**src/rtl/core/atan2_full_circle_approx_core_macros.svh**
```systemverilog
// ---------------------------------------------------------------------------
// atan2_full_circle_approx_core assertion macros
// Clocked property shorthands. clk_i and rst_ni must be in scope.
// ---------------------------------------------------------------------------
`ifndef ATAN2_FULL_CIRCLE_APPROX_CORE_MACROS_SVH
`define ATAN2_FULL_CIRCLE_APPROX_CORE_MACROS_SVH

// same-cycle implication
`define AFC_ASSERT(lbl, ante, cons, msg) \
  lbl: assert property (@(posedge clk_i) disable iff (!rst_ni) (ante) |-> (cons)) \
    else $error(msg);

// next-cycle implication
`define AFC_ASSERT_NEXT(lbl, ante, cons, msg) \
  lbl: assert property (@(posedge clk_i) disable iff (!rst_ni) (ante) |=> (cons)) \
    else $error(msg);

`endif

```
**src/rtl/core/atan2_fca_pkg.sv**
```systemverilog
// ---------------------------------------------------------------------------
// atan2_fca_pkg
// Shared types, Q30 constants and rounding helpers for the atan2 core.
// ---------------------------------------------------------------------------
`default_nettype none

package atan2_fca_pkg;

  localparam int WQ         = 30;            // fraction bits of z and poly
  localparam int DIV_BPS    = 2;             // quotient bits per divider stage
  localparam int DIV_STAGES = WQ / DIV_BPS;
  localparam int HW         = 32;            // signed Q30 working word
  localparam int MW         = HW - 1;        // magnitude of HW word
  localparam int PW         = 2 * MW;        // product width
  localparam int AW         = 34;            // unsigned angle word, Q30
  localparam int SW         = AW + 1;        // signed angle word
  localparam int OUT_W      = 16;

  localparam logic [17:0] TAN_PI8_Q16  = 18'd27146;
  localparam logic [17:0] TAN_3PI8_Q16 = 18'd158218;

  localparam logic signed [HW-1:0] C7_Q30 = 32'sd86476423;
  localparam logic signed [HW-1:0] C5_Q30 = 32'sd149010514;
  localparam logic signed [HW-1:0] C3_Q30 = 32'sd214509035;
  localparam logic signed [HW-1:0] C1_Q30 = 32'sd357909816;

  localparam logic [AW-1:0] PI4_Q30   = 34'd843314857;
  localparam logic [AW-1:0] PI2_Q30   = 34'd1686629713;
  localparam logic [AW-1:0] PI_Q30    = 34'd3373259426;
  localparam logic [AW-1:0] TWOPI_Q30 = 34'd6746518852;

  localparam logic [PW-1:0] HALF_WQ = PW'(1) << (WQ - 1);

  // offset applied after the polynomial
  typedef enum logic [1:0] {
    OFS_ZERO,
    OFS_PI4_ADD,
    OFS_PI4_SUB,
    OFS_PI2_SUB
  } ofs_e;

  typedef struct packed {
    logic zero_x;
    logic x_neg;
    logic y_neg;
    ofs_e ofs;
  } meta_t;

  // round a Q60 product back to a Q30 magnitude, half away from zero
  function automatic logic [MW-1:0] rnd_mag(input logic [PW-1:0] p);
    logic [PW-1:0] t;
    t = p + HALF_WQ;
    return t[WQ+MW-1:WQ];
  endfunction

  function automatic logic signed [HW-1:0] mul_round(input logic neg,
                                                     input logic [PW-1:0] p);
    logic signed [HW-1:0] r;
    r = $signed({1'b0, rnd_mag(p)});
    return neg ? -r : r;
  endfunction

  function automatic logic [MW-1:0] mag_of(input logic signed [HW-1:0] h);
    logic signed [HW-1:0] n;
    n = -h;
    return h[HW-1] ? n[MW-1:0] : h[MW-1:0];
  endfunction

endpackage

`default_nettype wire

```
**src/rtl/core/atan2_fca_reduce.sv**
```systemverilog
// ---------------------------------------------------------------------------
// atan2_fca_reduce
// Magnitudes, octant thresholds and divider operand selection (3 stages).
// ---------------------------------------------------------------------------
`default_nettype none
`include "atan2_full_circle_approx_core_macros.svh"

module atan2_fca_reduce import atan2_fca_pkg::*; #(
  parameter int INPUT_BITS = 16
) (
  input  logic                         clk_i,
  input  logic                         rst_ni,
  input  logic                         en_i,
  input  logic                         valid_i,
  input  logic signed [INPUT_BITS-1:0] y_i,
  input  logic signed [INPUT_BITS-1:0] x_i,
  output logic                         valid_o,
  output logic [INPUT_BITS:0]          num_o,
  output logic [INPUT_BITS:0]          den_o,
  output meta_t                        meta_o
);

  localparam int IB = INPUT_BITS;
  localparam int DW = INPUT_BITS + 1;
  localparam int CW = INPUT_BITS + 18;

  logic [2:0] v_q;

  logic [IB-1:0] ay_d, ax_d, ay1_q, ax1_q, ay2_q, ax2_q;
  meta_t         meta1_d, meta1_q, meta2_q, meta3_d, meta3_q;
  logic          gt3_d, gt1_d, ge_d, gt3_q, gt1_q, ge_q;
  logic [DW-1:0] num_d, den_d, num_q, den_q;

  // stage 1: magnitudes; most negative input maps to 2^(IB-1) exactly
  always_comb begin
    ay_d = y_i[IB-1] ? IB'(~$unsigned(y_i) + 1'b1) : $unsigned(y_i);
    ax_d = x_i[IB-1] ? IB'(~$unsigned(x_i) + 1'b1) : $unsigned(x_i);
    meta1_d.zero_x = (x_i == '0);
    meta1_d.x_neg  = x_i[IB-1];
    meta1_d.y_neg  = y_i[IB-1];
    meta1_d.ofs    = OFS_ZERO;
  end

  // stage 2: exact threshold compares, |y|*2^16 against T*|x|
  always_comb begin
    gt3_d = (CW'({ay1_q, 16'h0000}) > CW'(TAN_3PI8_Q16) * CW'(ax1_q));
    gt1_d = (CW'({ay1_q, 16'h0000}) > CW'(TAN_PI8_Q16) * CW'(ax1_q));
    ge_d  = (ay1_q >= ax1_q);
  end

  // stage 3: numerator / denominator of z, offset code
  always_comb begin
    meta3_d = meta2_q;
    priority if (gt3_q) begin
      num_d       = DW'(ax2_q);
      den_d       = DW'(ay2_q);
      meta3_d.ofs = OFS_PI2_SUB;
    end else if (gt1_q) begin
      den_d = DW'(ay2_q) + DW'(ax2_q);
      if (ge_q) begin
        num_d       = DW'(ay2_q - ax2_q);
        meta3_d.ofs = OFS_PI4_ADD;
      end else begin
        num_d       = DW'(ax2_q - ay2_q);
        meta3_d.ofs = OFS_PI4_SUB;
      end
    end else begin
      num_d       = DW'(ay2_q);
      den_d       = DW'(ax2_q);
      meta3_d.ofs = OFS_ZERO;
    end
  end

  always_ff @(posedge clk_i or negedge rst_ni) begin
    if (!rst_ni) begin
      v_q <= '0;
    end else if (en_i) begin
      v_q <= {v_q[1:0], valid_i};
    end
  end

  always_ff @(posedge clk_i) begin
    if (en_i) begin
      ay1_q   <= ay_d;
      ax1_q   <= ax_d;
      meta1_q <= meta1_d;
      ay2_q   <= ay1_q;
      ax2_q   <= ax1_q;
      gt3_q   <= gt3_d;
      gt1_q   <= gt1_d;
      ge_q    <= ge_d;
      meta2_q <= meta1_q;
      num_q   <= num_d;
      den_q   <= den_d;
      meta3_q <= meta3_d;
    end
  end

  assign valid_o = v_q[2];
  assign num_o   = num_q;
  assign den_o   = den_q;
  assign meta_o  = meta3_q;

  // z must be a proper fraction for the divider's quotient width
  `AFC_ASSERT(num_below_den_a, valid_o && !meta_o.zero_x, num_o < den_o, "z operand >= 1")

endmodule

`default_nettype wire

```
**config.mk**
```make
export PLATFORM = sky130hd
export DESIGN_NAME = atan2_fca_reduce
export DESIGN_NICKNAME = d
export VERILOG_FILES = /design/src/rtl/core/atan2_fca_pkg.sv /design/src/rtl/core/atan2_fca_reduce.sv
export VERILOG_INCLUDE_DIRS = /design/src /design/src/rtl/core
export SDC_FILE = /design/constraint.sdc
export NUM_CORES = 1
export LEC_CHECK = 0
export BUFFER_PORTS_ARGS = -buffer_cell sky130_fd_sc_hd__buf_2
export CORE_MARGIN = 2
export CORE_UTILIZATION = 58
export CTS_CLUSTER_SIZE = 14
export DETAILED_ROUTE_END_ITERATION = 12
export PLACE_DENSITY_LB_ADDON = 0.05
export SLEW_MARGIN = 20
export SYNTH_ARGS = -nofsm -noshare
export SYNTH_HDL_FRONTEND = slang
export SYNTH_SLANG_ARGS = --single-unit
```
**constraint.sdc**
```tcl
create_clock -name clk_i -period 6.26 [get_ports clk_i]
set_clock_uncertainty 0.05 [all_clocks]
set_input_delay 0.939 -clock clk_i [delete_from_list [all_inputs] [get_ports clk_i]]
set_output_delay 0.939 -clock clk_i [all_outputs]
set_load 0.005 [all_outputs]
```
==> flow_summary.yaml <==
status:
  outcome: "finished with violations"
  violations: "setup timing"
detailed_routing:
  drc: 0
  dr.pass1.iters: 8
  vias: 12100
  viasPerCell: 5.72
  drtIter0Drc: 1007
  wl_per_cell_um: 19.1
  wirelength_mm: 40.5
  drt.antenna.violating_nets: 0
place:
  numPortBuffers: 75
  dp_hpwl_mm: 33.1
  gp_congestion: 0.968
synth:
  synthFlopType: "edfxtp_1"
  ys_seq_area_share_pct: 22.9
  avgSynthCellArea_um2: 9.78
  synth_enable_flop_cells: 112
  synth-seq-cells: 115
  ys_warn_count: 0
  netlist_instances: 1536
  netlist_area_mm2: 0.0150
  syn_nets: 1987
  synth-async-reset-ratio_pct: 2.61
  ys_types: 72
setup_path:
  r2r_cells: 26
  slowest_delay_ns: 0.52
  cp_slowest_cell: "edfxtp_1"
  cp-end-kind: "flip-flop"
  crit_arrival_ns: 6.85
  crit_required_ns: 6.48
  start_kind: "flip-flop"
  startpoint: "ax1_q[4]"
  cp_max_fo: 4
  critPathKind: "reg -> reg"
  worstReg2RegStart: "ax1_q[4]"
global_route:
  busiest_layer: "met2"
  grt_util_met1_pct: 39.7
  grt_max_degree: 71
  track_usage_pct: 31.1
  antenna_found_initial: 0
  grt_pass1_wl_mm: 64.5
  grtUsageMet3_pct: 2.79
  grt_pass1_vias: 12200
  overflow: 0
  grt_util_met2_pct: 54.0
timing:
  setup_slack_ns: -0.367
  worstMarginPinSlew_ns: 0.928
  setup_violations: 2
  timing.slew.headroom_pct: 38.1
  fin_crit_ns: 6.63
  max_freq_mhz: 151
  hold_ws_ns: 0.244
  report.final.slew_viol_count: 0
  finalHoldViolations: 0
  finalCritPeriodShare_pct: 106
  rsz0062_at_grt: "yes"
  finalSetupTns_ns: -0.564
die:
  die_y_um: 165
  dieArea_mm2: 0.0272
  start_util_pct: 59.3
  die_w_um: 165
  rows: 58
  core-area_mm2: 0.0253
  ios: 76
finish:
  nets: 2230
  layout-drive-gt1-share_pct: 21.0
  antenna_cells: 0
  syn_to_final_growth_pct: 20.3
clocking:
  cts_hold_buf: 0
  worstSkewPairLatency_ns: 0.43
  cts_root_buffer: "clkbuf_16"
  tritoncts: "yes"
  cts.sinks: 115
  clk_pin_slew_worst_paths_ns: 0.07
  clockBufferDepth: 2
  cts_max_level: 4
  numCtsBuffers: 17
job:
  maxCapViolations: 0
worst_hold_path:
  holdCritPathClass: "in -> async"
## metal layers
metal | vias to the layer above | routed length (um)
met3 | 81 | 2080
met4 | 0 | 1770
li1 | 5887 | -
met2 | 375 | 19800
met5 | - | 0
met1 | 5796 | 16900
## placed cells by master, fill, tap and decap left out, types with 12 or more instances in the layout
cell / n
nand2b_1: 16
nand2_1: 78
nor2b_1: 14
o31ai_1: 14
fa_1: 85
xor2_1: 33
nor3_1: 14
a21o_1: 61
edfxtp_1: 112
mux2i_1: 17
buf_4: 176
xnor2_1: 68
buf_2: 74
nor2_1: 51
a211oi_1: 12
o21ai_0: 86
ha_1: 307
clkbuf_16: 17
nand4_1: 17
ha_4: 19
nand3_1: 14
inv_1: 241
a21oi_1: 70
## cell families (layout without fill, tap and decap cells)
family          Yosys count  in the layout  synth area share (%)
mux                      21             21                  1.43
flops                   115            115                  22.9
xor+xnor                104            104                  6.07
compound gates          348            348                  15.4
buf+inv                 279            535                  6.99
simple gates            254            254                  8.31
fa+ha+maj               415            415                  38.9
## critical path: cells and delay by family (launching register included)
family / cells / cell delay [ns]
adder cells (fa/ha/maj): 8 / 2.96
AND/OR/NAND/NOR: 9 / 1.71
AO/OA/AOI/OAI: 4 / 0.69
flip-flops: 1 / 0.52
XOR/XNOR: 2 / 0.33
buffers and inverters: 3 / 0.23
## area by class of cell
| type | instances | area [um^2] |
|---|---|---|
| Timing Repair Buffer | 254 | 1740 |
| Clock buffer | 18 | 429 |
| Fill cell | 2017 | 7260 |
| Clock inverter | 14 | 154 |
| Inverter | 249 | 935 |
| Tap cell | 330 | 413 |
| Sequential cell | 115 | 3440 |
| Multi-Input combinational cell | 1142 | 11000 |
## cell usage after synthesis, types with 3 or more instances
cell / n / share of area (%)
a211oi_1: 14 / 0.70
a21o_1: 61 / 3.0
a21oi_1: 83 / 2.8
a221o_1: 4 / 0.27
a221oi_1: 5 / 0.29
a31oi_1: 9 / 0.37
and2_1: 4 / 0.17
and3_1: 3 / 0.12
and4_1: 3 / 0.18
clkbuf_1: 26 / 0.65
dfrtp_1: 3 / 0.50
edfxtp_1: 112 / 22
fa_1: 87 / 12
ha_1: 328 / 27
inv_1: 249 / 6.2
mux2_2: 4 / 0.30
mux2i_1: 17 / 1.1
nand2_1: 81 / 2.0
nand2b_1: 17 / 0.71
nand3_1: 14 / 0.47
nand4_1: 17 / 0.71
nor2_1: 52 / 1.3
nor2b_1: 14 / 0.58
nor3_1: 17 / 0.57
nor4_1: 7 / 0.29
o211ai_1: 6 / 0.30
o21a_1: 3 / 0.15
o21ai_0: 87 / 2.9
o21ai_1: 4 / 0.13
o21bai_1: 9 / 0.45
o311a_1: 6 / 0.40
o31ai_1: 15 / 0.75
o41ai_1: 7 / 0.41
or2_2: 6 / 0.25
or3_1: 6 / 0.25
or4_1: 4 / 0.20
xnor2_1: 69 / 4.0
xor2_1: 35 / 2.0
## what timing repair did
action / in CTS / in global routing
buffers inserted: 7 / 2
pin swaps: 35 / 35
setup endpoints to repair: 2 / 2
resized for setup: 31 / 28
## sequential cells by signal (all words and copies together), names as in the netlist, 3 cells and up
signal and flops:
meta2_q 3, meta_o 5, v_q 3, ay2_q 16, num_o 17, meta1_q 3
ax1_q 16, den_o 17, ay1_q 16, ax2_q 16
## worst paths after layout
check                       endpoint  slack, ns
hold / removal                v_q[1]       0.24
setup reg to reg               gt3_q      -0.37
hold reg to reg            meta_o[2]       0.36
min in group clk_i         meta_o[2]       0.36
setup / recovery               gt3_q      -0.37
max in group asynchronous     v_q[2]       5.81
## through the flow
stage / utilization [%] / area [um^2] / worst slack (ns) / instances
2_1_floorplan: - / 15100 / -0.120 / 1536
3_3_place_gp: 67.5 / 17100 / -0.505 / 2081
3_5_place_dp: 67.5 / 17100 / -0.647 / 2081
4_1_cts: 70.8 / 17900 / -0.389 / 2120
5_1_grt: 71.3 / 18100 / -0.669 / 2122
6_report: 71.3 / 18100 / -0.367 / 2122
Power is not shown: default switching activity piles up to over one toggle a cycle in this logic, so the estimate is an artifact.
