**src/rtl/core/atan2_full_circle_approx_core_macros.svh**
```systemverilog
// ---------------------------------------------------------------------------
// atan2_full_circle_approx_core assertion macros
// Clocked property shorthands. clk_i and rst_ni must be in scope.
// ---------------------------------------------------------------------------
`ifndef ATAN2_FULL_CIRCLE_APPROX_CORE_MACROS_SVH
`define ATAN2_FULL_CIRCLE_APPROX_CORE_MACROS_SVH

// same-cycle implication
`define AFC_ASSERT(lbl, ante, cons, msg) \
  lbl: assert property (@(posedge clk_i) disable iff (!rst_ni) (ante) |-> (cons)) \
    else $error(msg);

// next-cycle implication
`define AFC_ASSERT_NEXT(lbl, ante, cons, msg) \
  lbl: assert property (@(posedge clk_i) disable iff (!rst_ni) (ante) |=> (cons)) \
    else $error(msg);

`endif

```
**src/rtl/core/atan2_fca_pkg.sv**
```systemverilog
// ---------------------------------------------------------------------------
// atan2_fca_pkg
// Shared types, Q30 constants and rounding helpers for the atan2 core.
// ---------------------------------------------------------------------------
`default_nettype none

package atan2_fca_pkg;

  localparam int WQ         = 30;            // fraction bits of z and poly
  localparam int DIV_BPS    = 2;             // quotient bits per divider stage
  localparam int DIV_STAGES = WQ / DIV_BPS;
  localparam int HW         = 32;            // signed Q30 working word
  localparam int MW         = HW - 1;        // magnitude of HW word
  localparam int PW         = 2 * MW;        // product width
  localparam int AW         = 34;            // unsigned angle word, Q30
  localparam int SW         = AW + 1;        // signed angle word
  localparam int OUT_W      = 16;

  localparam logic [17:0] TAN_PI8_Q16  = 18'd27146;
  localparam logic [17:0] TAN_3PI8_Q16 = 18'd158218;

  localparam logic signed [HW-1:0] C7_Q30 = 32'sd86476423;
  localparam logic signed [HW-1:0] C5_Q30 = 32'sd149010514;
  localparam logic signed [HW-1:0] C3_Q30 = 32'sd214509035;
  localparam logic signed [HW-1:0] C1_Q30 = 32'sd357909816;

  localparam logic [AW-1:0] PI4_Q30   = 34'd843314857;
  localparam logic [AW-1:0] PI2_Q30   = 34'd1686629713;
  localparam logic [AW-1:0] PI_Q30    = 34'd3373259426;
  localparam logic [AW-1:0] TWOPI_Q30 = 34'd6746518852;

  localparam logic [PW-1:0] HALF_WQ = PW'(1) << (WQ - 1);

  // offset applied after the polynomial
  typedef enum logic [1:0] {
    OFS_ZERO,
    OFS_PI4_ADD,
    OFS_PI4_SUB,
    OFS_PI2_SUB
  } ofs_e;

  typedef struct packed {
    logic zero_x;
    logic x_neg;
    logic y_neg;
    ofs_e ofs;
  } meta_t;

  // round a Q60 product back to a Q30 magnitude, half away from zero
  function automatic logic [MW-1:0] rnd_mag(input logic [PW-1:0] p);
    logic [PW-1:0] t;
    t = p + HALF_WQ;
    return t[WQ+MW-1:WQ];
  endfunction

  function automatic logic signed [HW-1:0] mul_round(input logic neg,
                                                     input logic [PW-1:0] p);
    logic signed [HW-1:0] r;
    r = $signed({1'b0, rnd_mag(p)});
    return neg ? -r : r;
  endfunction

  function automatic logic [MW-1:0] mag_of(input logic signed [HW-1:0] h);
    logic signed [HW-1:0] n;
    n = -h;
    return h[HW-1] ? n[MW-1:0] : h[MW-1:0];
  endfunction

endpackage

`default_nettype wire

```
**src/rtl/core/atan2_fca_div.sv**
```systemverilog
// ---------------------------------------------------------------------------
// atan2_fca_div
// Pipelined restoring divider, num * 2^30 / den, DIV_BPS bits per stage.
// ---------------------------------------------------------------------------
`default_nettype none

module atan2_fca_div import atan2_fca_pkg::*; #(
  parameter int INPUT_BITS = 16
) (
  input  logic                clk_i,
  input  logic                rst_ni,
  input  logic                en_i,
  input  logic                valid_i,
  input  logic [INPUT_BITS:0] num_i,
  input  logic [INPUT_BITS:0] den_i,
  input  meta_t               meta_i,
  output logic                valid_o,
  output logic [WQ-1:0]       quo_o,
  output meta_t               meta_o
);

  localparam int DW = INPUT_BITS + 1;

  logic [DIV_STAGES-1:0] v_q;
  logic [DW-1:0]         rem_q  [DIV_STAGES];
  logic [DW-1:0]         den_q  [DIV_STAGES];
  logic [WQ-1:0]         quo_q  [DIV_STAGES];
  meta_t                 meta_q [DIV_STAGES];

  for (genvar g = 0; g < DIV_STAGES; g++) begin : g_stage
    logic          v_in;
    logic [DW-1:0] rem_in, den_in, rem_nx;
    logic [WQ-1:0] quo_in, quo_nx;
    meta_t         meta_in;
    logic [DW:0]   rem2;

    if (g == 0) begin : g_first
      assign v_in    = valid_i;
      assign rem_in  = num_i;
      assign den_in  = den_i;
      assign quo_in  = '0;
      assign meta_in = meta_i;
    end else begin : g_next
      assign v_in    = v_q[g-1];
      assign rem_in  = rem_q[g-1];
      assign den_in  = den_q[g-1];
      assign quo_in  = quo_q[g-1];
      assign meta_in = meta_q[g-1];
    end

    always_comb begin
      rem_nx = rem_in;
      quo_nx = quo_in;
      rem2   = '0;
      for (int b = 0; b < DIV_BPS; b++) begin
        rem2 = {rem_nx, 1'b0};
        if (rem2 >= {1'b0, den_in}) begin
          rem2   = rem2 - {1'b0, den_in};
          rem_nx = rem2[DW-1:0];
          quo_nx = {quo_nx[WQ-2:0], 1'b1};
        end else begin
          rem_nx = rem2[DW-1:0];
          quo_nx = {quo_nx[WQ-2:0], 1'b0};
        end
      end
    end

    always_ff @(posedge clk_i or negedge rst_ni) begin
      if (!rst_ni) begin
        v_q[g] <= 1'b0;
      end else if (en_i) begin
        v_q[g] <= v_in;
      end
    end

    always_ff @(posedge clk_i) begin
      if (en_i) begin
        rem_q[g]  <= rem_nx;
        den_q[g]  <= den_in;
        quo_q[g]  <= quo_nx;
        meta_q[g] <= meta_in;
      end
    end
  end

  assign valid_o = v_q[DIV_STAGES-1];
  assign quo_o   = quo_q[DIV_STAGES-1];
  assign meta_o  = meta_q[DIV_STAGES-1];

endmodule

`default_nettype wire

```
**config.mk**
```make
export PLATFORM = sky130hd
export DESIGN_NAME = atan2_fca_div
export DESIGN_NICKNAME = d
export VERILOG_FILES = /design/src/rtl/core/atan2_full_circle_approx_core_macros.svh /design/src/rtl/core/atan2_fca_pkg.sv /design/src/rtl/core/atan2_fca_div.sv
export SDC_FILE = /design/constraint.sdc
export NUM_CORES = 2
export LEC_CHECK = 0
export BUFFER_PORTS_ARGS = -buffer_cell sky130_fd_sc_hd__buf_2
export CAP_MARGIN = 20
export CORE_MARGIN = 5
export CORE_UTILIZATION = 65
export CTS_CLUSTER_SIZE = 28
export DETAILED_ROUTE_END_ITERATION = 10
export PLACE_DENSITY = 0.82
export SYNTH_ARGS = -nofsm -noshare
export SYNTH_HDL_FRONTEND = slang
export SYNTH_SLANG_ARGS = --single-unit
```
**constraint.sdc**
```tcl
create_clock -name clk_i -period 14.4 [get_ports clk_i]
set_clock_uncertainty 0.2 [all_clocks]
set_input_delay 2.88 -clock clk_i [delete_from_list [all_inputs] [get_ports clk_i]]
set_output_delay 2.88 -clock clk_i [all_outputs]
set_load 0.05 [all_outputs]
```
==> run_summary.xml <==
<?xml version="1.0" encoding="UTF-8"?>
<metrics>
  <group name="sta">
    <metric name="final-max-slew-violation-count" unit="">0</metric>
    <metric name="fin_crit_sh" unit="%">55.9</metric>
    <metric name="grt_setup_unrepaired" unit="">false</metric>
    <metric name="worst-slew-pin-transition" unit="ns">1.10</metric>
    <metric name="setup_tns" unit="ns">0</metric>
    <metric name="hold_viol_final" unit="">0</metric>
    <metric name="timing.final.setup_violations" unit="">0</metric>
    <metric name="worst_slew_margin_rel" unit="%">26.9</metric>
    <metric name="clock.fmax" unit="GHz">0.124</metric>
    <metric name="final.hold.worst_slack" unit="ns">0.202</metric>
    <metric name="clock_period_minus_worst_slack" unit="ns">8.05</metric>
  </group>
  <group name="floorplanning">
    <metric name="num_rows" unit="">105</metric>
    <metric name="coreArea" unit="sq um">81800</metric>
    <metric name="floorplan.die.width" unit="um">297</metric>
    <metric name="die_area" unit="sq um">88200</metric>
    <metric name="ioPinCount" unit="">79</metric>
    <metric name="die_ht" unit="um">297</metric>
    <metric name="initial_core_util" unit="%">65.4</metric>
  </group>
  <group name="clock_network">
    <metric name="tritoncts_clock_tree" unit="">built</metric>
    <metric name="hold_buffers" unit="">0</metric>
    <metric name="clk-insertion-delay-late" unit="ns">0.65</metric>
    <metric name="cts.htree.levels" unit="">3</metric>
    <metric name="clk_transition_reported_paths" unit="ns">0.06</metric>
    <metric name="clock_sinks" unit="">806</metric>
    <metric name="post_cts.resized_instances" unit="">0</metric>
    <metric name="ctsRootBufferMaster" unit="">clkbuf_16</metric>
    <metric name="clk_path_buf_depth" unit="">3</metric>
    <metric name="tritoncts_buffers" unit="">84</metric>
    <metric name="cts_setup_buffers" unit="">0</metric>
  </group>
  <group name="place">
    <metric name="place_inst" unit="">5968</metric>
    <metric name="dpl.hpwl" unit="um">87100</metric>
    <metric name="portbufs" unit="">78</metric>
    <metric name="place_congestion" unit="">0.922</metric>
  </group>
  <group name="detailed_routing">
    <metric name="detail_route.drc_violations" unit="">0</metric>
    <metric name="drtIter0Drc" unit="">3010</metric>
    <metric name="antenna_violating_nets_post_route" unit="">0</metric>
    <metric name="drt_pre_antenna_iters" unit="">6</metric>
    <metric name="viasPerCell" unit="">6.25</metric>
    <metric name="wl_per_cell" unit="um">19.2</metric>
    <metric name="num_vias" unit="">38300</metric>
    <metric name="routed_wl" unit="um">117000</metric>
  </group>
  <group name="status">
    <metric name="status" unit="">complete, no violations</metric>
  </group>
  <group name="yosys">
    <metric name="synth_seq_cells" unit="">806</metric>
    <metric name="avgSynthCellArea" unit="sq um">11.0</metric>
    <metric name="post_synth_instance_area" unit="sq um">53500</metric>
    <metric name="postSynthCellCount" unit="">4878</metric>
    <metric name="synth_cell_type_count" unit="">104</metric>
    <metric name="synthFlopType" unit="">edfxtp_1</metric>
    <metric name="synth-edff-count" unit="">791</metric>
    <metric name="ys_async_sr_fraction" unit="%">1.86</metric>
    <metric name="ys_seq_area_share" unit="%">45.1</metric>
    <metric name="ys.warnings.count" unit="">0</metric>
    <metric name="synth_fp_nets" unit="">5430</metric>
  </group>
  <group name="run">
    <metric name="cap_viol_max_count" unit="">0</metric>
  </group>
  <group name="critical_path">
    <metric name="worst-endpoint-required" unit="ns">14.59</metric>
    <metric name="timing.critical_path.from_type" unit="">input port</metric>
    <metric name="peak_fanout_along_the_critical_path" unit="">28</metric>
    <metric name="cp.arrival" unit="ns">8.24</metric>
    <metric name="crit_path_end_kind" unit="">flop</metric>
    <metric name="worstSetupPathType" unit="">input port to flop</metric>
    <metric name="timing.reg2reg.worst_path_depth" unit="">17</metric>
  </group>
  <group name="global_routing">
    <metric name="pin_count_of_the_biggest_net_entering_global_routing" unit="">198</metric>
    <metric name="grt-ovfl-total" unit="">0</metric>
    <metric name="grt_pass1_vias" unit="">37100</metric>
    <metric name="grt_util_all_layers" unit="%">25.6</metric>
    <metric name="grt_first_pass_wirelength" unit="um">188000</metric>
    <metric name="antenna_found_initial" unit="">0</metric>
  </group>
  <group name="hold_path">
    <metric name="worst_hold_path.num_cells" unit="">0</metric>
    <metric name="timing.hold.worst.class" unit="">flop to flop</metric>
  </group>
  <group name="finish">
    <metric name="n_antenna_cell" unit="">0</metric>
    <metric name="layout_net_count" unit="">5536</metric>
    <metric name="fraction_of_layout_cells_with_a_size_suffix_above_1" unit="%">12.4</metric>
    <metric name="layout_fillers" unit="">5851</metric>
    <metric name="areaGrowthSynthToFinish" unit="%">8.20</metric>
    <metric name="layout.cells.non_filler" unit="">6122</metric>
    <metric name="finish.utilization" unit="%">70.8</metric>
  </group>
</metrics>
## worst paths after layout
check / from / to / slack (ns)
worst max-delay path: den_i[0] / rem_q[0][15]$_DFFE_PP_ / 6.35
worst min-delay path: quo_q[1][174]$_DFFE_PP_ / quo_q[1][206]$_DFFE_PP_ / 0.20
worst max register to register: den_q[0][119]$_DFFE_PP_ / rem_q[1][1]$_DFFE_PP_ / 7.03
worst min register to register: quo_q[1][174]$_DFFE_PP_ / quo_q[1][206]$_DFFE_PP_ / 0.20
max in group asynchronous: rst_ni / g_stage[1].v_in$_DFFE_PN0P_ / 11.84
min in group asynchronous: rst_ni / g_stage[2].v_in$_DFFE_PN0P_ / 1.92
## cell type report
cell class | instances | area [sq um] | area share (%)
Clock buffer | 98 | 2180 | 3.76
Inverter | 382 | 1430 | 2.48
Multi-Input combinational cell | 3613 | 27600 | 47.7
Timing Repair Buffer | 97 | 556 | 0.959
Tap cell | 1070 | 1340 | 2.31
Clock inverter | 56 | 678 | 1.17
Sequential cell | 806 | 24100 | 41.7
## registers in the layout, indices dropped and copies added (netlist names)
name and flops:
den_q 238, g_stage.v_in 14, meta_q 75, quo_q 240
rem_q 238, valid_o 1
## cells in the mapped netlist (all sizes together) (54+ instances only)
library cell,number,area share [%]
a211oi,76,1.1
edfxtp,791,44
o31ai,54,0.77
xnor2,232,3.8
mux2,310,6.7
nand3,76,0.71
o21a,99,1.4
inv,380,2.7
a21o,130,1.8
nor2,339,2.4
nand2b,54,0.63
xor2,110,1.8
a21oi,343,3.2
nand4,57,0.68
nor3,105,0.98
nand2,258,1.8
ha,494,12
o21ai,229,2.1
## kinds of logic after synthesis
logic type / count (synthesis) / synth area share, %
AO/OA/AOI/OAI: 1284 / 16.3
adder cells (fa/ha/maj): 509 / 12.1
multiplexers: 340 / 7.24
AND/OR/NAND/NOR: 1138 / 10.3
flip-flops: 806 / 45.1
XOR/XNOR: 342 / 5.60
buffers and inverters: 459 / 3.35
## worst max-delay path, cell delays in order
cell,delay [ns]
buf_2,0.16
inv_1,0.11
fa_1,0.45
a21o_1,0.18
a21o_1,0.21
a211o_1,0.36
a31oi_2,0.36
o211ai_2,0.12
buf_4,0.25
mux2_2,0.33
ha_1,0.33
and3_1,0.22
a221o_1,0.35
o211a_1,0.26
o31a_1,0.28
o31ai_1,0.29
nand2b_1,0.45
nand2_4,0.25
mux2_4,0.37
## layer usage
| metal | vias up | GRT usage [%] | part of all wire, % |
|---|---|---|---|
| li1 | 18600 | - | - |
| met1 | 18200 | 32.8 | 41 |
| met2 | 1176 | 45.6 | 50 |
| met3 | 292 | 3.16 | 5.0 |
| met4 | 0 | 8.68 | 3.5 |
| met5 | - | 0 | 0 |
## stage by stage
| step | instance area, sq um | setup slack, ns |
|---|---|---|
| 3_5_place_dp | 55100 | 5.75 |
| 4_1_cts | 57900 | 6.42 |
| 2_1_floorplan | 53500 | 6.45 |
| 3_3_place_gp | 55100 | 5.76 |
| 6_report | 57900 | 6.35 |
| 5_1_grt | 57900 | 6.18 |
## placed cells by master, fill, tap and decap left out, types with 33 or more instances in the layout
master	count
a31oi_1	33
a211oi_1	72
edfxtp_1	791
o31ai_1	53
o21bai_1	44
mux2_2	287
ha_1	494
nand2b_1	54
inv_1	378
o21a_1	99
xor2_1	110
nand2_1	256
a21oi_1	342
buf_2	77
xnor2_1	232
or2_2	33
nand4_1	56
nor2b_1	51
and3_1	40
clkbuf_16	85
o21ai_0	226
nor3_1	105
nand3_1	76
a21o_1	130
nor2_1	339
Power is left out: the tool's default activity adds up to more than one toggle a clock period on the data nets, which glitch-free logic cannot reach.
