`config.mk`:
```
export PLATFORM = sky130hd
export DESIGN_NAME = atan2_fca_quad
export DESIGN_NICKNAME = d
export VERILOG_FILES = /design/src/rtl/core/atan2_fca_pkg.sv /design/src/rtl/core/atan2_fca_quad.sv
export VERILOG_INCLUDE_DIRS = /design/src /design/src/rtl/core
export SDC_FILE = /design/constraint.sdc
export NUM_CORES = 1
export LEC_CHECK = 0
export ABC_AREA = 1
export BUFFER_PORTS_ARGS = -buffer_cell sky130_fd_sc_hd__clkbuf_2
export CAP_MARGIN = 0
export CORE_MARGIN = 2
export CORE_UTILIZATION = 40
export DETAILED_ROUTE_END_ITERATION = 10
export GPL_TIMING_DRIVEN = 0
export SLEW_MARGIN = 20
export SYNTH_ARGS = -nofsm -noshare
export SYNTH_HDL_FRONTEND = slang
export SYNTH_SLANG_ARGS = --single-unit
```
`constraint.sdc`:
```
create_clock -name clk_i -period 5.8 [get_ports clk_i]
set_input_delay 0.58 -clock clk_i [delete_from_list [all_inputs] [get_ports clk_i]]
set_output_delay 0.58 -clock clk_i [all_outputs]
set_load 0.02 [all_outputs]
```
`src/rtl/core/atan2_full_circle_approx_core_macros.svh`:
```
// ---------------------------------------------------------------------------
// atan2_full_circle_approx_core assertion macros
// Clocked property shorthands. clk_i and rst_ni must be in scope.
// ---------------------------------------------------------------------------
`ifndef ATAN2_FULL_CIRCLE_APPROX_CORE_MACROS_SVH
`define ATAN2_FULL_CIRCLE_APPROX_CORE_MACROS_SVH

// same-cycle implication
`define AFC_ASSERT(lbl, ante, cons, msg) \
  lbl: assert property (@(posedge clk_i) disable iff (!rst_ni) (ante) |-> (cons)) \
    else $error(msg);

// next-cycle implication
`define AFC_ASSERT_NEXT(lbl, ante, cons, msg) \
  lbl: assert property (@(posedge clk_i) disable iff (!rst_ni) (ante) |=> (cons)) \
    else $error(msg);

`endif

```
`src/rtl/core/atan2_fca_pkg.sv`:
```
// ---------------------------------------------------------------------------
// atan2_fca_pkg
// Shared types, Q30 constants and rounding helpers for the atan2 core.
// ---------------------------------------------------------------------------
`default_nettype none

package atan2_fca_pkg;

  localparam int WQ         = 30;            // fraction bits of z and poly
  localparam int DIV_BPS    = 2;             // quotient bits per divider stage
  localparam int DIV_STAGES = WQ / DIV_BPS;
  localparam int HW         = 32;            // signed Q30 working word
  localparam int MW         = HW - 1;        // magnitude of HW word
  localparam int PW         = 2 * MW;        // product width
  localparam int AW         = 34;            // unsigned angle word, Q30
  localparam int SW         = AW + 1;        // signed angle word
  localparam int OUT_W      = 16;

  localparam logic [17:0] TAN_PI8_Q16  = 18'd27146;
  localparam logic [17:0] TAN_3PI8_Q16 = 18'd158218;

  localparam logic signed [HW-1:0] C7_Q30 = 32'sd86476423;
  localparam logic signed [HW-1:0] C5_Q30 = 32'sd149010514;
  localparam logic signed [HW-1:0] C3_Q30 = 32'sd214509035;
  localparam logic signed [HW-1:0] C1_Q30 = 32'sd357909816;

  localparam logic [AW-1:0] PI4_Q30   = 34'd843314857;
  localparam logic [AW-1:0] PI2_Q30   = 34'd1686629713;
  localparam logic [AW-1:0] PI_Q30    = 34'd3373259426;
  localparam logic [AW-1:0] TWOPI_Q30 = 34'd6746518852;

  localparam logic [PW-1:0] HALF_WQ = PW'(1) << (WQ - 1);

  // offset applied after the polynomial
  typedef enum logic [1:0] {
    OFS_ZERO,
    OFS_PI4_ADD,
    OFS_PI4_SUB,
    OFS_PI2_SUB
  } ofs_e;

  typedef struct packed {
    logic zero_x;
    logic x_neg;
    logic y_neg;
    ofs_e ofs;
  } meta_t;

  // round a Q60 product back to a Q30 magnitude, half away from zero
  function automatic logic [MW-1:0] rnd_mag(input logic [PW-1:0] p);
    logic [PW-1:0] t;
    t = p + HALF_WQ;
    return t[WQ+MW-1:WQ];
  endfunction

  function automatic logic signed [HW-1:0] mul_round(input logic neg,
                                                     input logic [PW-1:0] p);
    logic signed [HW-1:0] r;
    r = $signed({1'b0, rnd_mag(p)});
    return neg ? -r : r;
  endfunction

  function automatic logic [MW-1:0] mag_of(input logic signed [HW-1:0] h);
    logic signed [HW-1:0] n;
    n = -h;
    return h[HW-1] ? n[MW-1:0] : h[MW-1:0];
  endfunction

endpackage

`default_nettype wire

```
`src/rtl/core/atan2_fca_quad.sv`:
```
// ---------------------------------------------------------------------------
// atan2_fca_quad
// Octant offset, quadrant fold, rounding to ANGLE_FRAC bits (3 stages).
// ---------------------------------------------------------------------------
`default_nettype none
`include "atan2_full_circle_approx_core_macros.svh"

module atan2_fca_quad import atan2_fca_pkg::*; #(
  parameter int ANGLE_FRAC = 13
) (
  input  logic                 clk_i,
  input  logic                 rst_ni,
  input  logic                 en_i,
  input  logic                 valid_i,
  input  logic signed [HW-1:0] poly_i,
  input  meta_t                meta_i,
  output logic                 valid_o,
  output logic [OUT_W-1:0]     angle_o
);

  localparam int            SH       = WQ - ANGLE_FRAC;
  localparam logic [AW-1:0] HALF_LSB = AW'(1) << (SH - 1);
  localparam logic [AW-1:0] FULL     = (TWOPI_Q30 + HALF_LSB) >> SH;

  logic [2:0]           v_q;
  logic signed [SW-1:0] a_d, a_q, ang_s;
  logic [AW-1:0]        ang_d, ang_q, q_rnd, q_wrap;
  meta_t                meta1_q, meta2_q;
  logic [OUT_W-1:0]     angle_d, angle_q;
  logic                 zero_x_q;

  always_comb begin
    unique case (meta_i.ofs)
      OFS_ZERO:    a_d = SW'(poly_i);
      OFS_PI4_ADD: a_d = $signed({1'b0, PI4_Q30}) + SW'(poly_i);
      OFS_PI4_SUB: a_d = $signed({1'b0, PI4_Q30}) - SW'(poly_i);
      OFS_PI2_SUB: a_d = $signed({1'b0, PI2_Q30}) - SW'(poly_i);
      default:     a_d = SW'(poly_i);
    endcase
  end

  always_comb begin
    priority if (!meta1_q.x_neg && !meta1_q.y_neg) begin
      ang_s = a_q;
    end else if (meta1_q.x_neg && !meta1_q.y_neg) begin
      ang_s = $signed({1'b0, PI_Q30}) - a_q;
    end else if (meta1_q.x_neg && meta1_q.y_neg) begin
      ang_s = $signed({1'b0, PI_Q30}) + a_q;
    end else begin
      ang_s = $signed({1'b0, TWOPI_Q30}) - a_q;
    end
    ang_d = ang_s[SW-1] ? '0 : ang_s[AW-1:0];
  end

  // round half up, then wrap a full turn back to zero
  always_comb begin
    q_rnd  = (ang_q + HALF_LSB) >> SH;
    q_wrap = (q_rnd >= FULL) ? (q_rnd - FULL) : q_rnd;
    angle_d = meta2_q.zero_x ? '0 : q_wrap[OUT_W-1:0];
  end

  always_ff @(posedge clk_i or negedge rst_ni) begin
    if (!rst_ni) begin
      v_q <= '0;
    end else if (en_i) begin
      v_q <= {v_q[1:0], valid_i};
    end
  end

  always_ff @(posedge clk_i) begin
    if (en_i) begin
      a_q      <= a_d;
      meta1_q  <= meta_i;
      ang_q    <= ang_d;
      meta2_q  <= meta1_q;
      angle_q  <= angle_d;
      zero_x_q <= meta2_q.zero_x;
    end
  end

  assign valid_o = v_q[2];
  assign angle_o = angle_q;

  `AFC_ASSERT(zero_x_gives_zero_a, valid_o && zero_x_q, angle_o == '0, "zero x not zero angle")

endmodule

`default_nettype wire

```
==> impl_results.md, run 1 <==
* Most frequent cell after synthesis: nand2_1
* Clk slew on worst S/H paths at 70 ps
* Pwr dens at between 200 and 250 nW/um^2
* PortBufs at 52
* RSZ-0062 raised after global routing: false
* Height of the die at 150 um
* Period utilization at 54.7%
* WL per Instance at 16.1 um
* Leakage at 0.00442 uW
* Synth unique cells at 47
* Post-synth top flop: edfxtp_1
* GPL Wtd Cong at 1.00
* Synth Warn # at 0
* Crit path launch type: input port
* Synth cell count leaders: nand2_1, nor2_1, inv_1, nand3_1, a21oi_1
* IO Count at 58
* Root Buffer: clkbuf_16
* Fmax at 315 MHz
* CP dominant cell by count: nand2_1
* Global Route met1 Usage at about a third
* CTS tree: built
* Worst-Margin Slew at 749 ps
* Seq/Total Area, Yosys at 25.9%
* HP Class: in -> async
* Cell taking the most area after synthesis: edfxtp_1
* Post-CTS Repair Setup Buffers at 0
* Remaining antenna violation count at 0
* Area of the mapped netlist at ~8500 sq um
* H-tree levels at 3
* Hold Slack at 18.1 ps
* CTS buffer count at 9
* Initial Utilization at 40.7%
* Site Rows at 53
* Sequential share of power at 35.1%
* WS Path Type: in -> reg
* Clock tree buffer depth at 2
* Cells after synthesis at 1449
* Fill count at 2326
* Number of diodes at 0
* CTS sink count at 74
* Detailed Routing Iterations Pass 1 at 6
* Share of cells above drive strength 1 at approximately 7.5%
* CP max FO at 16
* CP max stage cell: o21ai_0
* GR Util met3 at 2.74%
* Starting DRT DRC Count at 877
* Post-cts sizing count at 0
* Initial antenna violation count at 0
* Clk pwr share at ~28%
* Number of max-cap violations at 0
* Core area at 21000 sq um
* Status: completed
* Min Tclk post-route at 3170 ps
* Met2 Resource Use GR at about 44%
* Clock Latency Late Sink at 340 ps
* Seq. cell area at 2210 sq um
* Largest net degree at the start of global routing at 58
* Hpwl dp at between 20000 and 25000 um
* Die area at 22500 sq um
* Max VDD drop at between 100 and 150 uV
* Combinational share of power at roughly 37%
* Final setup margin at 2630 ps
* Cells along the critical path: buf_2 -> nand2_1 -> buf_2 -> ha_1 -> nand2_1 -> nor2_1 -> nor2_1 -> o21ai_0 -> nand2_1 -> nand2_1 -> nand2_1 -> nand2_1 -> nand4_1 -> nand2_1 -> nand2_1 -> nand3_1 -> nand2_1
* Mean Syn Cell Area at 5.89 sq um
* Remaining global-route overflow at 0
* Syn_nets at between 1500 and 2000
* CP Data Required Time at a little under 6000 ps
* Synth async-reset ratio at 4.05%
* Crit-path max cell delay at 500 ps
* EDFF count, synth at 71
* Nets at 1570
* Slew Limit Fails at 0
* Final Util at 45.2%
* Internal at 1250 uW
* Worst setup EP type: register
* Number of global-route vias before repair at between 9000 and 10000
* Critical Path AT at 3270 ps
* Yosys top cell area share at 25.0%
* Vias at 9884
* Final wirelength at 28800 um
* Net Sw Power at approximately 860 uW
* #FFs+latches synth at 74
* Global Route Usage Sum at 26.0%
* Area of the multi-input gates at 5440 sq um
* Max-Slew Margin vs Limit at 49.6%
* Most Crowded Layer GR: met2
* DR DRC count at 0
* First-pass GRT wire length at 46300 um
* Sw Ratio at 40.6%
* Setup WS pre-CTS at 2320 ps
* Hold_buf cts at 0
* Area growth, synth to finish at 11.1%
* Max Clock Skew at 10.5 ps
* Hold Violations, Final at 0
* Sum of negative setup slack at 0 ps
* Avg Vias per Cell at approximately 5.5
* Die width at 150 um
* Synth top area cells: edfxtp_1, nand2_1, nor2_1
* Final setup vio count at 0
## routing by layer
layer | vias to the layer above | wire (um)
met2 | 397 | 13200
li1 | 4939 | -
met1 | 4453 | 12500
met3 | 95 | 1670
met4 | 0 | 1390
met5 | - | 0
## worst max-delay path: cells and delay by family
family                   cells  cell delay (ps)
buffers and inverters        2              460
AND/OR/NAND/NOR             13             1360
adder cells (fa/ha/maj)      1              370
AO/OA/AOI/OAI                1              500
## registers in the layout, indices dropped and copies added (netlist names)
signal and count:
ang_q 18, angle_o 16, a_q 33, meta1_q 3, meta2_q 1, v_q 3
## worst paths after layout
check | start | to | slack (ps) | depth (start not counted)
worst max-delay path | meta_i[1] | a_q[28] | 2630 | 17
worst min-delay path | rst_ni | v_q[1] | 20 | 1
worst max register to register | ang_q[16] | angle_o[11] | 2950 | 18
worst min register to register | meta1_q[4] | meta2_q[4] | 430 | 0
max in group asynchronous | rst_ni | v_q[2] | 5660 | 1
min in group clk_i | meta_i[4] | meta1_q[4] | 410 | 1
## layout by cell type, fill, tap and decap left out, drive strengths merged, types with 2 or more instances in the layout
| cell | n |
|---|---|
| a211oi | 3 |
| a21boi | 3 |
| a21oi | 81 |
| a22oi | 3 |
| a31oi | 6 |
| buf | 8 |
| clkbuf | 86 |
| clkinv | 2 |
| clkinvlp | 2 |
| dfrtp | 3 |
| edfxtp | 71 |
| ha | 16 |
| inv | 200 |
| nand2 | 433 |
| nand3 | 163 |
| nand3b | 8 |
| nand4 | 39 |
| nor2 | 222 |
| nor3 | 40 |
| nor4 | 12 |
| o2111ai | 2 |
| o211ai | 8 |
| o21a | 2 |
| o21ai | 67 |
| o21bai | 6 |
| o22ai | 3 |
| o31ai | 3 |
| or2 | 2 |
| xnor2 | 3 |
| xor2 | 14 |
## final cells by class
type	count	area share, %
sequential	74	23.3
buffer	32	1.51
tap	275	3.63
clock inverter	7	0.898
inverter	198	7.84
clock buffer	9	2.38
multi-input combinational	1145	57.4
timing repair buffer	53	3.06
## cells by family after synthesis
logic type	count (synthesis)	synth area share, %
flops	74	25.9
buf+inv	230	10.4
xor+xnor	17	1.75
simple gates	920	46.6
fa+ha+maj	16	2.35
compound gates	191	12.9
mux	1	0.132
## through the flow
stage	area [sq um]	cells	total power (uW)
3_5_place_dp	9170	1777	1520
5_1_grt	9480	1793	2250
6_report	9480	1793	2110
3_3_place_gp	9140	1776	1510
4_1_cts	9480	1793	2110
2_1_floorplan	8530	1449	1280
## power by group through the flow
stage          combinational (uW)  clock [uW]  sequential (uW)
2_1_floorplan                 533           0              746
3_3_place_gp                  758           0              752
3_5_place_dp                  765           0              751
4_1_cts                       768         598              740
5_1_grt                       881         618              749
6_report                      779         590              740
No activity file was read; power rests on OpenSTA's default activity.
==> run 2, diff against run 1 <==
Settings changed: ABC_AREA 1 to 0.
Clock period 5.8 ns to 3.1 ns, I/O delays scaled along.
==> run 2 against run 1 <==
Net effect:
- the flow now finishes with violations (setup timing)
- sequential power grew 88%
- final area shrank 18%
- synthesized cell count shrank 47%
- combinational power grew 57%
- cell count shrank 40%
- non-clock buffer count grew 30
- largest cell class unchanged
- largest power group is now sequential cells
==> impl_results.md, run 2 <==
* Status: finished, violations left
* Failing checks: setup timing
* Critical Path AT at 3220 ps (-50 ps)
* Number of global-route vias before repair at 5503 (-40%)
* Slew Limit Fails at 0 (unchanged)
* Clk slew on worst S/H paths at 60 ps (about the same)
* GR Util met3 at 2.32% (-0.42 points)
* Area growth, synth to finish at 21.5%
* Hpwl dp at 12300 um (-47%)
* EDFF count, synth at 71 (unchanged)
* Remaining global-route overflow at 0 (unchanged)
* Worst setup EP type: register
* Number of max-cap violations at 0 (unchanged)
* Mean Syn Cell Area at 8.41 sq um (+43%)
* Most frequent cell after synthesis: nor2_1
* DR DRC count at 0 (unchanged)
* Starting DRT DRC Count at 389 (-56%)
* Nets at 907 (-42%)
* Post-synth top flop: edfxtp_1
* WS Path Type: reg -> reg
* Most Crowded Layer GR: met2
* Period utilization at 102%
* Design area at 7820 sq um (-18%)
* Yosys top cell area share at 33.2% (+8.2 points)
* Area of the mapped netlist at 6430 sq um (-25%)
* #FFs+latches synth at 74 (unchanged)
* Site Rows at 46 (-13%)
* WL per Instance at 15.1 um (-6.1%)
* Leakage at 0.00295 uW (-33%)
* Commonest non-fill, non-tap cells in the layout: nor2_1, edfxtp_1, nand2_1
* Synth async-reset ratio at 4.05% (unchanged)
* Core area at 15800 sq um (-24%)
* CTS buffer count at 9 (unchanged)
* Met2 Resource Use GR at 33.2% (-10 points)
* Pwr dens at 466 nW/um^2 (+110%)
* PortBufs at 51 (-1.9%)
* CP Data Required Time at 3170 ps (-2730 ps)
* Height of the die at 131 um (-13%)
* Die width at 131 um (-13%)
* Seq/Total Area, Yosys at 34.3% (+8.5 points)
* Number of diodes at 0 (unchanged)
* Worst-Margin Slew at 711 ps (-37.4 ps)
* Synth top area cells: edfxtp_1, xnor2_1, nor2_1
* H-tree levels at 3 (unchanged)
* Synth Warn # at 0 (unchanged)
* First-pass GRT wire length at 26300 um (-43%)
* Hold Violations, Final at 0 (unchanged)
* Fill count at 1541 (-34%)
* Cell taking the most area after synthesis: edfxtp_1
* Detailed Routing Iterations Pass 1 at 5 (-1)
* Final setup vio count at 1 (+1)
* Largest net degree at the start of global routing at 43 (-26%)
* RSZ-0062 raised after global routing: true
* DP Area at 7060 sq um (-23%)
* Remaining antenna violation count at 0 (unchanged)
* Final wirelength at 16200 um (-44%)
* Crit path launch type: register
* Share of cells above drive strength 1 at 18.5% (+11 points)
* Synth cell count leaders: nor2_1, edfxtp_1, nand2_1, o21ai_0, a21oi_1
* HP Class: in -> reg
* Cells after synthesis at 765 (-47%)
* Synth unique cells at 69 (+47%)
* Max-Slew Margin vs Limit at 51.3% (+1.8 points)
* Clock tree buffer depth at 2 (unchanged)
* Inst Count DP at 1033 (-42%)
* Initial Utilization at 40.6% (-0.083 points)
* Max Clock Skew at 7.58 ps (-2.93 ps)
* CTS sink count at 74 (unchanged)
* CTS tree: built
* Clock Latency Late Sink at 330 ps (about the same)
* Global Route Usage Sum at 19.2% (-6.8 points)
* Root Buffer: clkbuf_16
* Fmax at 317 MHz
* Min Tclk post-route at 3150 ps
* Global Route met1 Usage at 24.0% (-9.6 points)
* Max FFs per register at 33 (unchanged)
* Die area at 17100 sq um (-24%)
* Final setup margin at -50.4 ps (-2680 ps)
* CP max FO at 3 (-13)
* Syn_nets at 822 (-45%)
* GPL Wtd Cong at 0.906 (-9.5%)
* Max VDD drop at 214 uV (+56%)
* Vias at 5968 (-40%)
* Most common cell after layout, fill and taps aside: nor2_1
* IO Count at 58 (unchanged)
* Avg Vias per Cell at 5.57 (+1.1%)
* Final std cells w/o fill at 1071 (-40%)
* Initial antenna violation count at 0 (unchanged)
* Reg with most FFs: a_q
==> run 2: worst max-delay path, cell delays in order (launching register included) <==
cell and delay, ps:
edfxtp_1 410, ha_4 170, nand4_4 120, or4_4 540
xor2_4 170, or4b_4 500, o31ai_4 270, o211ai_1 200
mux2i_1 200, a211oi_2 200, o41ai_1 100
==> run 2: final timing paths <==
| kind | start | endpoint | slack (ps) | cells after the start |
|---|---|---|---|---|
| hold reg to reg | meta1_q[4] | meta2_q[4] | 430 | 0 |
| hold / removal | meta_i[3] | meta1_q[3] | 150 | 1 |
| setup / recovery | ang_q[17] | angle_o[7] | -50 | 10 |
| setup reg to reg | ang_q[17] | angle_o[7] | -50 | 10 |
| max in group asynchronous | rst_ni | v_q[2] | 2690 | 2 |
| min in group asynchronous | rst_ni | v_q[0] | 310 | 2 |
==> run 2: final cells by class <==
cell class / instances / area [sq um] / share of cell area [%]
Buffer: 38 / 185 / 2.37
Clock buffer: 12 / 246 / 3.15
Clock inverter: 4 / 51.3 / 0.656
Inverter: 37 / 146 / 1.87
Multi-Input combinational cell: 613 / 4220 / 54.0
Sequential cell: 74 / 2210 / 28.2
Tap cell: 216 / 270 / 3.46
Timing Repair Buffer: 77 / 492 / 6.29
==> run 2: what timing repair did <==
| action | CTS | global route |
|---|---|---|
| hold endpoints to repair | 3 | 0 |
| hold buffers | 1 | 0 |
| gates resized for setup | 32 | 31 |
| pin swaps | 16 | 17 |
| setup endpoints to repair | 31 | 30 |
| buffers inserted | 16 | 8 |
==> run 2: kinds of logic (layout without fill, tap and decap cells) <==
family | Yosys count | count (layout) | synth area share [%]
AND/OR/NAND/NOR | 266 | 266 | 20.2
buffers and inverters | 78 | 168 | 4.65
XOR/XNOR | 79 | 79 | 10.9
AO/OA/AOI/OAI | 239 | 239 | 24.7
adder cells (fa/ha/maj) | 19 | 19 | 3.58
multiplexers | 10 | 10 | 1.69
flip-flops | 74 | 74 | 34.3
==> run 2: power by group <==
| group | internal (uW) | leakage [uW] | switching (uW) |
|---|---|---|---|
| Combinational | 512 | 0.00207 | 708 |
| Clock | 645 | 0.000143 | 384 |
| Sequential | 1280 | 0.000740 | 110 |
==> run 2: routing by layer <==
layer  wire length (um)  share of wire [%]  vias up
met5                  0                  0        -
met4                391                2.4        0
met3                655                4.1       28
met2               8040                 50      187
met1               7080                 44     2740
li1                   -                  -     3013
==> run 2: stage by stage <==
step                total power [uW]  setup TNS [ps]  hold slack (ps)  worst slack (ps)  util [%]
global route                    3860            -657              135              -164      49.4
detailed placement              2480          -11620              108              -822      44.6
finish                          3640           -50.4              148             -50.4      49.4
CTS                             3600            -287              132             -89.1      48.3
floorplan                       2190            -527             14.4              -369         -
global placement                2480          -12440              109              -841      44.4
